<file path="src/rtl/rscb_pkg.sv">
// shared constants for the rle sprite clip blitter
package rscb_pkg;

	// default module parameters
	localparam int DEF_LINE_PITCH    = 320;
	localparam int DEF_MAX_ROW_WIDTH = 1023;

	// field widths
	localparam int COL_W  = 10;
	localparam int ROW_W  = 9;
	localparam int ADDR_W = 16;
	localparam int BYTE_W = 8;
	localparam int CFG_IDX_W  = 3;
	localparam int CFG_DATA_W = 16;

	// decode phases
	localparam logic [1:0] PH_CONTROL = 2'd0;
	localparam logic [1:0] PH_REPEAT  = 2'd1;
	localparam logic [1:0] PH_LITERAL = 2'd2;

	// configuration register indexes
	localparam logic [CFG_IDX_W-1:0] REG_ROW_WIDTH     = 3'd0;
	localparam logic [CFG_IDX_W-1:0] REG_SKIP_ROWS     = 3'd1;
	localparam logic [CFG_IDX_W-1:0] REG_DRAW_ROWS     = 3'd2;
	localparam logic [CFG_IDX_W-1:0] REG_VISIBLE_START = 3'd3;
	localparam logic [CFG_IDX_W-1:0] REG_VISIBLE_END   = 3'd4;
	localparam logic [CFG_IDX_W-1:0] REG_START_ADDRESS = 3'd5;
	localparam logic [CFG_IDX_W-1:0] REG_MIRROR_X      = 3'd6;
	localparam logic [CFG_IDX_W-1:0] REG_MIRROR_Y      = 3'd7;

endpackage

</file>
<file path="src/rtl/rle_sprite_clip_blitter.sv">
// top level of the rle sprite clip blitter: decode, clip and address generation
//
// Usage:
//  - s_* stream: one rle byte per word, s_tdata = stream_byte, s_tuser = frame_start.
//    A word with frame_start restarts decoding; that byte is the first control byte.
//  - m_* stream: exactly one result word per input word. m_tdata holds write_address,
//    pixel_value and span_length, m_tuser is write_enable, m_tlast is sprite_done.
//    A result with write_enable low carries all-zero data (control bytes, clipped
//    pixels, skipped rows, idle bytes).
//  - cfg_* channel: register writes, always ready; write only while the block is idle.
//  - output: each result is registered and appears in the cycle after its byte is accepted.
//  - throughput: one byte per cycle while the receiver takes results; decode, clip and
//    address logic sit between the state registers and the single result register.
//  - when the receiver stalls, the result register holds and s_tready drops until
//    the result is taken; s_tready is high while the result register is empty or
//    being drained in the same cycle.
//  - reset: configuration and state registers take their default values, the decoder idles
//    with the sprite marked finished until a frame_start word arrives.
module rle_sprite_clip_blitter
	import rscb_pkg::*;
#(
	parameter int LINE_PITCH    = DEF_LINE_PITCH,
	parameter int MAX_ROW_WIDTH = DEF_MAX_ROW_WIDTH
) (
	input  logic                  clk,
	input  logic                  arst_n,
	// input stream
	input  logic                  s_tvalid,
	output logic                  s_tready,
	input  logic [7:0]            s_tdata,   // [7:0] stream_byte
	input  logic [0:0]            s_tuser,   // [0] frame_start
	// result stream
	output logic                  m_tvalid,
	input  logic                  m_tready,
	output logic [31:0]           m_tdata,   // [15:0] write_address, [23:16] pixel_value,
	                                         // [31:24] span_length
	output logic [0:0]            m_tuser,   // [0] write_enable
	output logic                  m_tlast,   // sprite_done
	// configuration writes
	input  logic                  cfg_valid,
	output logic                  cfg_ready,
	input  logic [CFG_IDX_W-1:0]  cfg_index,
	input  logic [CFG_DATA_W-1:0] cfg_data
);

	// row width limit and pitch folded into the field widths
	localparam int MAX_W_INT = (MAX_ROW_WIDTH > 1023) ? 1023 : MAX_ROW_WIDTH;
	localparam logic [COL_W-1:0]  MAX_W = COL_W'(MAX_W_INT);
	localparam logic [ADDR_W-1:0] PITCH = ADDR_W'(LINE_PITCH);

	// configuration registers
	logic [COL_W-1:0]  row_width_q;
	logic [7:0]        skip_rows_q;
	logic [7:0]        draw_rows_q;
	logic [COL_W-1:0]  vis_start_q;
	logic [COL_W-1:0]  vis_end_q;
	logic [ADDR_W-1:0] start_addr_q;
	logic              mirror_x_q;
	logic              mirror_y_q;

	// decoder state
	logic [1:0]        phase_q;
	logic [7:0]        run_q;
	logic [COL_W-1:0]  col_q;
	logic [ROW_W-1:0]  row_q;
	logic [ADDR_W-1:0] base_q;
	logic              fin_q;

	// next state and result
	logic [1:0]        n_phase;
	logic [7:0]        n_run;
	logic [COL_W-1:0]  n_col;
	logic [ROW_W-1:0]  n_row;
	logic [ADDR_W-1:0] n_base;
	logic              n_fin;
	logic              o_we;
	logic [ADDR_W-1:0] o_addr;
	logic [7:0]        o_pix;
	logic [7:0]        o_len;
	logic              o_done;

	// working values
	logic              fs;
	logic [7:0]        sbyte;
	logic [1:0]        e_phase;
	logic [7:0]        e_run;
	logic [COL_W-1:0]  e_col;
	logic [ROW_W-1:0]  e_row;
	logic [ADDR_W-1:0] e_base;
	logic              e_fin;
	logic [COL_W-1:0]  width;
	logic [ROW_W-1:0]  total;
	logic              drawn;
	logic [COL_W:0]    run_end;
	logic [COL_W-1:0]  ce1;
	logic [COL_W-1:0]  ce;
	logic [COL_W-1:0]  cs;
	logic [COL_W-1:0]  em_col;
	logic [COL_W-1:0]  off;
	logic [COL_W-1:0]  lit_col;
	logic [7:0]        lit_run;
	logic              fin_req;
	logic [COL_W:0]    fin_end;

	logic accept;

	assign cfg_ready = 1'b1;
	assign s_tready  = !m_tvalid || m_tready;
	assign accept    = s_tvalid && s_tready;

	// register writes
	always_ff @(posedge clk or negedge arst_n) begin
		if (!arst_n) begin
			row_width_q  <= COL_W'(1);
			skip_rows_q  <= '0;
			draw_rows_q  <= 8'd1;
			vis_start_q  <= '0;
			vis_end_q    <= '0;
			start_addr_q <= '0;
			mirror_x_q   <= 1'b0;
			mirror_y_q   <= 1'b0;
		end else if (cfg_valid) begin
			unique case (cfg_index)
				REG_ROW_WIDTH:     row_width_q  <= cfg_data[COL_W-1:0];
				REG_SKIP_ROWS:     skip_rows_q  <= cfg_data[7:0];
				REG_DRAW_ROWS:     draw_rows_q  <= cfg_data[7:0];
				REG_VISIBLE_START: vis_start_q  <= cfg_data[COL_W-1:0];
				REG_VISIBLE_END:   vis_end_q    <= cfg_data[COL_W-1:0];
				REG_START_ADDRESS: start_addr_q <= cfg_data[ADDR_W-1:0];
				REG_MIRROR_X:      mirror_x_q   <= cfg_data[0];
				REG_MIRROR_Y:      mirror_y_q   <= cfg_data[0];
			endcase
		end
	end

	// decode, clip and address for one byte
	always_comb begin
		fs    = s_tuser[0];
		sbyte = s_tdata[7:0];

		// frame start restarts the sprite before the byte is decoded
		e_phase = fs ? PH_CONTROL : phase_q;
		e_run   = fs ? 8'd0 : run_q;
		e_col   = fs ? '0 : col_q;
		e_row   = fs ? '0 : row_q;
		e_base  = fs ? start_addr_q : base_q;
		e_fin   = fs ? 1'b0 : fin_q;

		n_phase = e_phase;
		n_run   = e_run;
		n_col   = e_col;
		n_row   = e_row;
		n_base  = e_base;
		n_fin   = e_fin;

		o_we   = 1'b0;
		o_addr = '0;
		o_pix  = '0;
		o_len  = '0;
		o_done = 1'b0;

		width = (row_width_q < MAX_W) ? row_width_q : MAX_W;
		total = ROW_W'(skip_rows_q) + ROW_W'(draw_rows_q);
		drawn = (e_row >= ROW_W'(skip_rows_q)) && (e_row < total);

		// repeat run clip window
		run_end = {1'b0, e_col} + (COL_W+1)'(e_run);
		ce1     = (run_end < {1'b0, width}) ? run_end[COL_W-1:0] : width;
		ce      = (ce1 > vis_end_q) ? vis_end_q : ce1;
		cs      = (e_col > vis_start_q) ? e_col : vis_start_q;

		// address of the first written pixel
		em_col = (e_phase == PH_REPEAT) ? cs : e_col;
		off    = em_col - vis_start_q;

		// literal column advance
		lit_col = (e_col < width) ? e_col + COL_W'(1) : e_col;
		lit_run = e_run - 8'd1;

		fin_req = 1'b0;
		fin_end = '0;

		if (!e_fin) begin
			unique case (e_phase)
				PH_REPEAT: begin
					if (drawn && cs < ce) begin
						o_we  = 1'b1;
						o_pix = sbyte;
						o_len = 8'(ce - cs);
					end
					fin_req = 1'b1;
					fin_end = run_end;
				end
				PH_LITERAL: begin
					if (drawn && e_col < width && e_col >= vis_start_q && e_col < vis_end_q) begin
						o_we  = 1'b1;
						o_pix = sbyte;
						o_len = 8'd1;
					end
					n_col = lit_col;
					n_run = lit_run;
					if (lit_run == 8'd0) begin
						fin_req = 1'b1;
						fin_end = {1'b0, lit_col};
					end
				end
				default: begin
					// control byte
					if (sbyte[7]) begin
						n_run   = 8'(9'd257 - {1'b0, sbyte});
						n_phase = PH_REPEAT;
					end else begin
						n_run   = sbyte + 8'd1;
						n_phase = PH_LITERAL;
					end
				end
			endcase

			if (o_we) begin
				o_addr = mirror_x_q ? (e_base - ADDR_W'(off)) : (e_base + ADDR_W'(off));
			end

			// end of run, possibly end of row and sprite
			if (fin_req) begin
				n_phase = PH_CONTROL;
				n_run   = '0;
				if (fin_end < {1'b0, width}) begin
					n_col = fin_end[COL_W-1:0];
				end else begin
					n_col = '0;
					if (drawn) begin
						n_base = mirror_y_q ? (e_base - PITCH) : (e_base + PITCH);
					end
					n_row = e_row + ROW_W'(1);
					if (n_row >= total) begin
						n_fin  = 1'b1;
						o_done = 1'b1;
					end
				end
			end
		end
	end

	// decoder state update
	always_ff @(posedge clk or negedge arst_n) begin
		if (!arst_n) begin
			phase_q <= PH_CONTROL;
			run_q   <= '0;
			col_q   <= '0;
			row_q   <= '0;
			base_q  <= '0;
			fin_q   <= 1'b1;
		end else if (accept) begin
			phase_q <= n_phase;
			run_q   <= n_run;
			col_q   <= n_col;
			row_q   <= n_row;
			base_q  <= n_base;
			fin_q   <= n_fin;
		end
	end

	// result register valid
	always_ff @(posedge clk or negedge arst_n) begin
		if (!arst_n) begin
			m_tvalid <= 1'b0;
		end else if (accept) begin
			m_tvalid <= 1'b1;
		end else if (m_tready) begin
			m_tvalid <= 1'b0;
		end
	end

	// result register payload
	always_ff @(posedge clk) begin
		if (accept) begin
			m_tdata    <= {o_len, o_pix, o_addr};
			m_tuser[0] <= o_we;
			m_tlast    <= o_done;
		end
	end

	// no write means an all-zero data word
	a_zero_data: assert property (@(posedge clk) disable iff (!arst_n)
		(m_tvalid && !m_tuser[0]) |-> (m_tdata == 32'd0))
		else $error("data not zero on a result without write");

	// every write covers at least one pixel
	a_span_nonzero: assert property (@(posedge clk) disable iff (!arst_n)
		(m_tvalid && m_tuser[0]) |-> (m_tdata[31:24] != 8'd0))
		else $error("write with empty span");

	// idle decoder gives an empty result
	a_idle_empty: assert property (@(posedge clk) disable iff (!arst_n)
		(accept && fin_q && !s_tuser[0]) |=>
		(m_tvalid && !m_tuser[0] && !m_tlast && $stable(phase_q) && $stable(row_q)))
		else $error("idle byte changed state or produced a result");

	// a run count is only held outside the control phase
	a_control_run: assert property (@(posedge clk) disable iff (!arst_n)
		(phase_q == PH_CONTROL) |-> (run_q == 8'd0))
		else $error("run count left over in control phase");

	// literal phase always has bytes left
	a_literal_run: assert property (@(posedge clk) disable iff (!arst_n)
		(phase_q == PH_LITERAL) |-> (run_q != 8'd0))
		else $error("literal phase with no bytes left");

endmodule
</file>
<file path="config.mk">
export PLATFORM = sky130hd
export DESIGN_NAME = rle_sprite_clip_blitter
export DESIGN_NICKNAME = d
export VERILOG_FILES = /design/src/rtl/rscb_pkg.sv /design/src/rtl/rle_sprite_clip_blitter.sv
export SDC_FILE = /design/constraint.sdc
export NUM_CORES = 1
export LEC_CHECK = 0
export BUFFER_PORTS_ARGS = -buffer_cell sky130_fd_sc_hd__clkbuf_2
export CAP_MARGIN = 20
export CORE_MARGIN = 10
export CORE_UTILIZATION = 57
export DETAILED_ROUTE_END_ITERATION = 8
export GPL_TIMING_DRIVEN = 1
export HOLD_SLACK_MARGIN = 0.12
export PLACE_DENSITY = 0.78
export SYNTH_ARGS = -nofsm -noshare
export SYNTH_HDL_FRONTEND = slang
export SYNTH_SLANG_ARGS = --single-unit
export TNS_END_PERCENT = 20
</file>
<file path="constraint.sdc">
create_clock -name clk -period 7.6 [get_ports clk]
set_input_delay 1.52 -clock clk [delete_from_list [all_inputs] [get_ports clk]]
set_output_delay 1.52 -clock clk [all_outputs]
set_load 0.03 [all_outputs]
</file>
* Yosys cells after proc, flatten, opt, wreduce, memory -nomap -nowiden
Index checks and enable logic that the tools add are counted.
Word-level totals: register bits 145, output and inout port bits 37
Operators by class: add/subtract/negate cells 13, $lt $le $gt $ge 12, equality and inequality tests 9, mux-type cells 55, bitwise gates (word level) 1, reduce and logical (&&, ||, !) cells 21
Operator list (count):
- two-way mux 10 bit | 12
- two-way mux 16 bit | 7
- two-way mux 8 bit | 7
- case mux 8 bit (2 select lines) | 3
- two-way mux 9 bit | 4
- less-than comparator 10 bit | 3
- less-than comparator 11 x 10 -> 1 bit | 2
- case mux 11 bit (2 select lines) | 1
- greater-than comparator 10 bit | 2
- adder 16 x 10 -> 16 bit | 1
- adder 16 x 9 -> 16 bit (second input constant) | 1
- AND reduction 2 bit | 8
- subtractor 16 x 10 -> 16 bit | 1
- subtractor 16 x 9 -> 16 bit (second input constant) | 1
- two-way mux 1 bit | 13
- == test 3 bit (second input constant) | 4
- adder 10 x 8 -> 11 bit | 1
- two-way mux 11 bit | 1
- adder 10 x 1 -> 10 bit (second input constant) | 1
- greater-or-equal comparator 10 bit | 1
- less-than comparator 10 bit (second input constant) | 1
- two-way mux 2 bit | 5
- subtractor 10 bit | 1
- adder 8 x 8 -> 9 bit | 1
- other kinds (21) | 29

* Depth between registers and ports, before layout
Gate-level depths: netlist of run 1.
depth in word-level cells 13, depth in mapped cells 40

* Worst setup path before layout of run 1
No wires, ideal clock.
kind input port to flip-flop, start point input port s_tuser, end point register m_tdata[3] (data pin), arrival time 8.609 ns, required time 7.336 ns, slack -1.272 ns, cell stages on the path 36, path buffers 5, cell sequence buf_4 > clkbuf_1 > clkbuf_1 > nor2b_1 > ha_1 > a221o_1 > a31oi_1 > o311ai_1 > a221oi_1 > nor2b_1 > o21ai_1 > xnor2_1 > nor2_1 > ha_1 > o21ai_0 > o21ai_2 > mux2_2 > ha_1 > a21o_1 > a21o_1 > a21oi_1 > o211ai_1 > nand2_1 > clkbuf_1 > mux2i_1 > ha_1 > o21a_1 > o21a_1 > o21a_1 > o21ai_0 > nand2b_1 > a21oi_1 > o211ai_1 > o31a_1 > buf_2 > a211oi_1
On the way: cells in the longest elaborated chain, start to end 13, elaborated cells between the ends (all ways) 37, classes of those cells add/sub: 4; order compare: 9; eq/ne: 2; mux: 15; bitwise: 1; reduce/logical: 6
RTL lines:
- start, declared | line rle_sprite_clip_blitter.sv:31 | input logic [0:0] s_tuser,
- two-way mux 10 bit or two-way mux 8 bit (tied branches) | line rle_sprite_clip_blitter.sv:144, rle_sprite_clip_blitter.sv:143
- adder 10 x 8 -> 11 bit | line rle_sprite_clip_blitter.sv:167 | run_end = {1'b0, e_col} + (COL_W+1)'(e_run);
- less-than comparator 11 x 10 -> 1 bit | line rle_sprite_clip_blitter.sv:168 | ce1 = (run_end < {1'b0, width}) ? run_end[COL_W-1:0] : width;
- two-way mux 10 bit | line rle_sprite_clip_blitter.sv:168
- greater-than comparator 10 bit | line rle_sprite_clip_blitter.sv:169 | ce = (ce1 > vis_end_q) ? vis_end_q : ce1;
- two-way mux 10 bit | line rle_sprite_clip_blitter.sv:169
- less-than comparator 10 bit | line rle_sprite_clip_blitter.sv:186 | if (drawn && cs < ce) begin
- logical AND 1 bit | line rle_sprite_clip_blitter.sv:186
- two-way mux 1 bit | line rle_sprite_clip_blitter.sv:186
- case mux 1 bit (2 select lines) | line rle_sprite_clip_blitter.sv:184 | unique case (e_phase)
- two-way mux 1 bit | line rle_sprite_clip_blitter.sv:183 | if (!e_fin) begin
- inverter 1 bit (no source line)
- OR reduction 2 bit (no source line)
- end signal, assigned | line rle_sprite_clip_blitter.sv:277 | m_tdata <= {o_len, o_pix, o_addr};
- end, declared | line rle_sprite_clip_blitter.sv:35 | output logic [31:0] m_tdata,
Parallel ways exist; a longest one is shown, timed or not. The select of a mux whose other input is x is not followed. A chain may end at the register's enable or synchronous reset.

* Final worst setup path of run 1
Ends and elaborated chain as after synthesis.

==> metrics, run 1 <==
min Tclk post-route=7.44 ns; I/O Buffers=68; synthesis-stage register bit count=145; CTS tree=built; worst hold path class=register to register; setup violators final=0; chip height=167 um; Worst path most repeated cell=ha_1; post-synthesis sequential area ratio=30.7%; Initial Utilization=58.3%; DRC viols=0; Worst Path Required=7.88 ns; share of cells above drive strength 1=23.2%; fin. max-slew vios=0; Die Wd=167 um; post-synth top area share=21.8%; Hold Slack=0.478 ns; Core ar.=21200 sq um; maximum vdd ir drop=0.157 mV; GRT Util Overall=24.8%; area used by multi-input combinational logic=8200 sq um; Slew @ Worst Pin=1.04 ns; DR vias/cell=6.13; post-synth net total=1539; hold-fix buffers at CTS=0; setup TNS=0 ns; top cells by area, synth=dfrtp_1 22%, ha_1 14%, edfxtp_1 8.3%; total CTS buffers=17; Register Area=3800 sq um; CP max-delay cell=a31oi_1; total inserted antenna cells=0; clk_lat worst skew=0.44 ns; detailed-placement wirelength estimate=26600 um; largest net degree at the start of global routing=59; final worst-path cycle share=98.0%; Setup crit start kind=primary input; fmax=134 MHz; vias in the first global route=10937; Root Driver=clkbuf_16; Critical Path End Type=register; number of enable flip-flop cells after synthesis=34; endpoints failing hold=0; GP Congestion=0.987; CTS max path bufs=2; Max FO, Critical Path=26; 1st-pass router iterations=6; Yosys warning count=0; synth cell count leaders=141 x ha_1, 116 x nand2_1, 108 x dfrtp_1; CP arrival=7.72 ns; clock sinks=145; CTS clock-pin slew for the worst setup and hold paths=0.06 ns; RSZ-0062 raised after global routing=yes; status=finished, final reports clean; Post-layout nets=1694; initial antenna violation count=0; WL final=35800 um; cell area after synthesis=12400 sq um; H-tree depth=4; IO Pins=70; fill count=1678; Detailed Route Iter0 Violations=1003; cell with the most instances after synthesis=ha_1; Power Density=302 nW/um^2; antenna-violating nets left=0; predominant post-synthesis flop cell=dfrtp_1; critical path type=primary input to register; Gate Count Post-Synth=1359; die area=28000 sq um; area grow syn2layout=17.7%; Syn Area/Cell=9.10 sq um; Yosys cell types=82; first-pass GRT wire length=57200 um; Slew headroom=30.5%; GRT overflow=0; row count=53; ys async rst share=76.6%; MaxCap Viol Count=0; max incr delay on CP=0.42 ns; area leader, netlist=dfrtp_1; per-cell routed wire length=19.9 um; Setup Skew=0.0130 ns; Pleak=6.89 nW; vias=11038
layout by cell type, fill, tap and decap left out, types with 14 or more instances in the layout:
| cell | netlist | routed |
|---|---|---|
| xnor2_1 | 59 | 56 |
| nand2b_1 | 20 | 20 |
| nand2_1 | 116 | 115 |
| o21ai_0 | 92 | 86 |
| nand4_1 | 14 | 14 |
| xor2_1 | 31 | 31 |
| o21ai_1 | 9 | 14 |
| mux2_2 | 72 | 71 |
| mux2i_1 | 24 | 22 |
| inv_1 | 82 | 79 |
| a21oi_1 | 55 | 49 |
| clkbuf_16 | 0 | 19 |
| nor2_1 | 94 | 92 |
| nor3_1 | 28 | 26 |
| ha_1 | 141 | 139 |
| nor2b_1 | 41 | 39 |
| buf_4 | 3 | 118 |
| clkbuf_2 | 0 | 67 |
| a21o_1 | 49 | 49 |
| nand3_1 | 25 | 25 |
| edfxtp_1 | 34 | 34 |
| a31oi_1 | 16 | 16 |
| dfrtp_1 | 108 | 108 |
cell families (layout without fill, tap and decap cells):
group	count (synthesis)	count (layout)	synth area share, %
AND/OR/NAND/NOR	394	394	15.9
AO/OA/AOI/OAI	341	342	18.2
adder cells (fa/ha/maj)	151	151	15.6
flip-flops	145	145	30.7
buffers and inverters	139	306	4.52
multiplexers	98	98	8.68
XOR/XNOR	90	90	6.37
other	1	1	0.0303
critical path, delay by kind of cell:
kind | cells | cell delay, ns
xor gates and xnor gates | 1 | 0.13
muxes | 2 | 0.42
buffers and inverters | 5 | 0.63
and+or+nand+nor | 6 | 0.57
AOI/OAI and AO/OA | 18 | 3.49
adders and majority gates | 4 | 0.97
area by class of cell:
cell class / count / area share [%]
Clock buffer: 25 / 3.69
Clock inverter: 7 / 0.421
Inverter: 84 / 2.16
Multi-Input combinational cell: 1076 / 56.3
Sequential cell: 145 / 26.1
Tap cell: 275 / 2.36
Timing Repair Buffer: 190 / 8.95
per-stage QoR:
stage | total power, mW | std cells | util (%) | area (sq um) | setup WS (ns)
5_1_grt | 4.73 | 1802 | 68.6 | 14600 | -0.192
4_1_cts | 4.33 | 1794 | 67.9 | 14400 | 0.0980
6_report | 4.40 | 1802 | 68.6 | 14600 | 0.155
3_5_place_dp | 3.45 | 1762 | 65.1 | 13800 | -0.334
3_3_place_gp | 3.38 | 1762 | 65.1 | 13800 | -0.163
2_1_floorplan | 2.68 | 1359 | - | 12500 | -0.305
routing by layer:
metal,track usage (%),routed length [um],up-vias
li1,-,-,5199
met1,30.6,14700,5330
met2,42.4,17500,421
met3,4.00,2520,88
met4,9.88,1110,0
met5,0,0,-
state kept, by name, indices dropped and copies added, names as in the netlist, 2 cells and up:
name	flops
m_tdata	32
base_q	16
start_addr_q	16
col_q	10
row_width_q	10
vis_end_q	10
vis_start_q	10
row_q	9
draw_rows_q	8
run_q	8
skip_rows_q	8
phase_q	2
report_power, final:
group          total, mW  switching (mW)  leakage, nW  internal, mW
combinational       2.46            1.24         4.88          1.22
clock              0.858           0.360        0.289         0.498
sequential          1.08           0.151         1.71         0.931
path summary, 6_finish.rpt:
| check | startpoint | endpoint | slack (ns) | cells after the start |
|---|---|---|---|---|
| max | s_tuser | m_tdata[3] | 0.16 | 36 |
| min | base_q[13] | base_q[13] | 0.48 | 2 |
| max reg2reg | col_q[1] | m_tdata[3] | 0.85 | 34 |
| min reg2reg | base_q[13] | base_q[13] | 0.48 | 2 |
| max in group asynchronous | arst_n | base_q[7] | 5.21 | 2 |
| min in group asynchronous | arst_n | col_q[2] | 1.13 | 1 |
timing repair:
item                       CTS  global route
buffers inserted             0             5
resized for setup            0            23
setup endpoints to repair    0            33
(Power assumes the default switching activity.)
==> inputs of run 2 (changes only) <==
--- a/config.mk
+++ b/config.mk
@@ -12,7 +12,7 @@
 export DETAILED_ROUTE_END_ITERATION = 8
 export GPL_TIMING_DRIVEN = 1
 export HOLD_SLACK_MARGIN = 0.12
-export PLACE_DENSITY = 0.78
+export PLACE_DENSITY = 0.8
 export SYNTH_ARGS = -nofsm -noshare
 export SYNTH_HDL_FRONTEND = slang
 export SYNTH_SLANG_ARGS = --single-unit
==> run 2 against run 1 <==
  * Clock power decreased by 2%
  * Critical endpoint unchanged
  * Highest routed layer unchanged
  * Final area increased by 1.5%
  * Sequential cell count unchanged
  * Fmax decreased by 1.2%
  * Cell count increased by 0.22%
  * Die area unchanged
  * Largest power group unchanged
==> metrics, run 2 (synthesis gave the netlist of run 1 again) <==
status=finished, final reports clean; RSZ-0062 raised after global routing=yes; Slew headroom=33.4%; Power Density=300 nW/um^2; hold-fix buffers at CTS=0; Hold Slack=0.484 ns; GRT overflow=0; Placed Instance Area=13800 sq um; CTS tree=built; largest net degree at the start of global routing=77; Pleak=6.93 nW; setup violators final=0; IO Pins=70; min Tclk post-route=7.53 ns; first-pass GRT wire length=57900 um; Worst Path Required=7.88 ns; area grow syn2layout=19.5%; antenna-violating nets left=0; share of power burned in registers=24.5%; CP arrival=7.81 ns; Worst path most repeated cell=o21a_1; DR vias/cell=6.25; max reg flops=32; Sw Share=41.0%; endpoints failing hold=0; Die Wd=167 um; fill count=1582; MaxCap Viol Count=0; CTS max path bufs=2; clock share of power=19.0%; Slew @ Worst Pin=0.993 ns; placed insts=1756; total CTS buffers=17; I/O Buffers=68; Int Pwr=2.62 mW; maximum vdd ir drop=0.172 mV; detailed-placement wirelength estimate=26700 um; critical path type=primary input to register; Net Switching=1.82 mW; vias in the first global route=11193; initial antenna violation count=0; CTS clock-pin slew for the worst setup and hold paths=0.07 ns; worst hold path class=register to register; per-cell routed wire length=20.5 um; H-tree depth=4; WL final=37000 um; chip height=167 um; commonest non-fill, non-tap cell in the layout=ha_1; 1st-pass router iterations=6; Design Power=4.44 mW; Max FO, Critical Path=8; clk_lat worst skew=0.43 ns; Post-layout nets=1698; area used by multi-input combinational logic=8340 sq um; Setup Skew=0.00886 ns; Top Registers=m_tdata (32), base_q (16), start_addr_q (16); Initial Utilization=58.3%; Final Non-Filler Cells=1806; Register Area=3800 sq um; fin. max-slew vios=0; Critical Path End Type=register; share of cells above drive strength 1=25.0%; GP Congestion=1.02; GRT Util Overall=24.9%; Root Driver=clkbuf_16; max incr delay on CP=0.35 ns; Final Cell Area=14800 sq um; most frequent cells in the layout=135 x ha_1, 117 x buf_4, 113 x nand2_1, 108 x dfrtp_1, 88 x o21ai_0; share of total power in combinational logic=56.6%; Largest Register=m_tdata; Setup crit start kind=primary input; Detailed Route Iter0 Violations=1199; row count=53; clock sinks=145; die area=28000 sq um; DRC viols=0; fmax=133 MHz; total inserted antenna cells=0; final worst-path cycle share=99.1%; Core ar.=21200 sq um; CP max-delay cell=a221o_1; vias=11286
-- run 2: cell type report --
class | instances | area share, %
flip-flops and latches | 145 | 25.7
inverters | 84 | 2.20
clock inverters | 14 | 0.939
multi-input cells | 1075 | 56.4
repair buffers | 195 | 9.53
clock buffers | 18 | 2.90
well taps | 275 | 2.33
-- run 2: critical path, delay by kind of cell --
| kind | cells | cell delay [ns] |
|---|---|---|
| adder cells (fa/ha/maj) | 4 | 0.90 |
| XOR/XNOR | 1 | 0.17 |
| AO/OA/AOI/OAI | 19 | 2.91 |
| AND/OR/NAND/NOR | 7 | 0.77 |
| multiplexers | 1 | 0.32 |
| buffers and inverters | 9 | 1.18 |
-- run 2: timing repair --
item,4_1_cts,5_1_grt
setup buffers,0,13
resized for setup,0,69
setup endpoints to repair,0,33
-- run 2: metrics by stage --
step | worst slack, ns | setup TNS [ns] | util (%)
finish | 0.0667 | 0 | 69.7
detailed placement | -0.218 | -4.85 | 64.8
CTS | 0.0283 | 0 | 67.5
global route | -0.318 | -6.17 | 69.7
global placement | -0.0940 | -0.799 | 64.8
floorplan | -0.305 | -7.00 | -
-- run 2: power by group through the flow --
stage / clock, mW / combinational, mW / sequential, mW
2_1_floorplan: 0 / 1.65 / 1.03
3_5_place_dp: 0 / 2.34 / 1.09
6_report: 0.842 / 2.51 / 1.08
3_3_place_gp: 0 / 2.26 / 1.08
4_1_cts: 0.845 / 2.37 / 1.07
5_1_grt: 0.878 / 2.78 / 1.10
-- run 2: path summary, 6_finish.rpt --
| kind | startpoint | end | slack, ns | cells past startpoint |
|---|---|---|---|---|
| worst max-delay path | s_tuser | m_tdata[3] | 0.07 | 41 |
| worst min-delay path | base_q[13] | base_q[13] | 0.48 | 2 |
| worst max register to register | col_q[1] | m_tdata[3] | 0.75 | 39 |
| worst min register to register | base_q[13] | base_q[13] | 0.48 | 2 |
| max in group asynchronous | arst_n | start_addr_q[8] | 5.15 | 2 |
| min in group asynchronous | arst_n | col_q[5] | 1.06 | 1 |
-- run 2: per-layer routing --
metal	GRT usage (%)	up-vias	part of all wire [%]
met5	0	-	0
met4	11.1	0	4.1
met3	3.98	110	8.3
met2	41.6	558	48
met1	31.2	5400	40
li1	-	5218	-
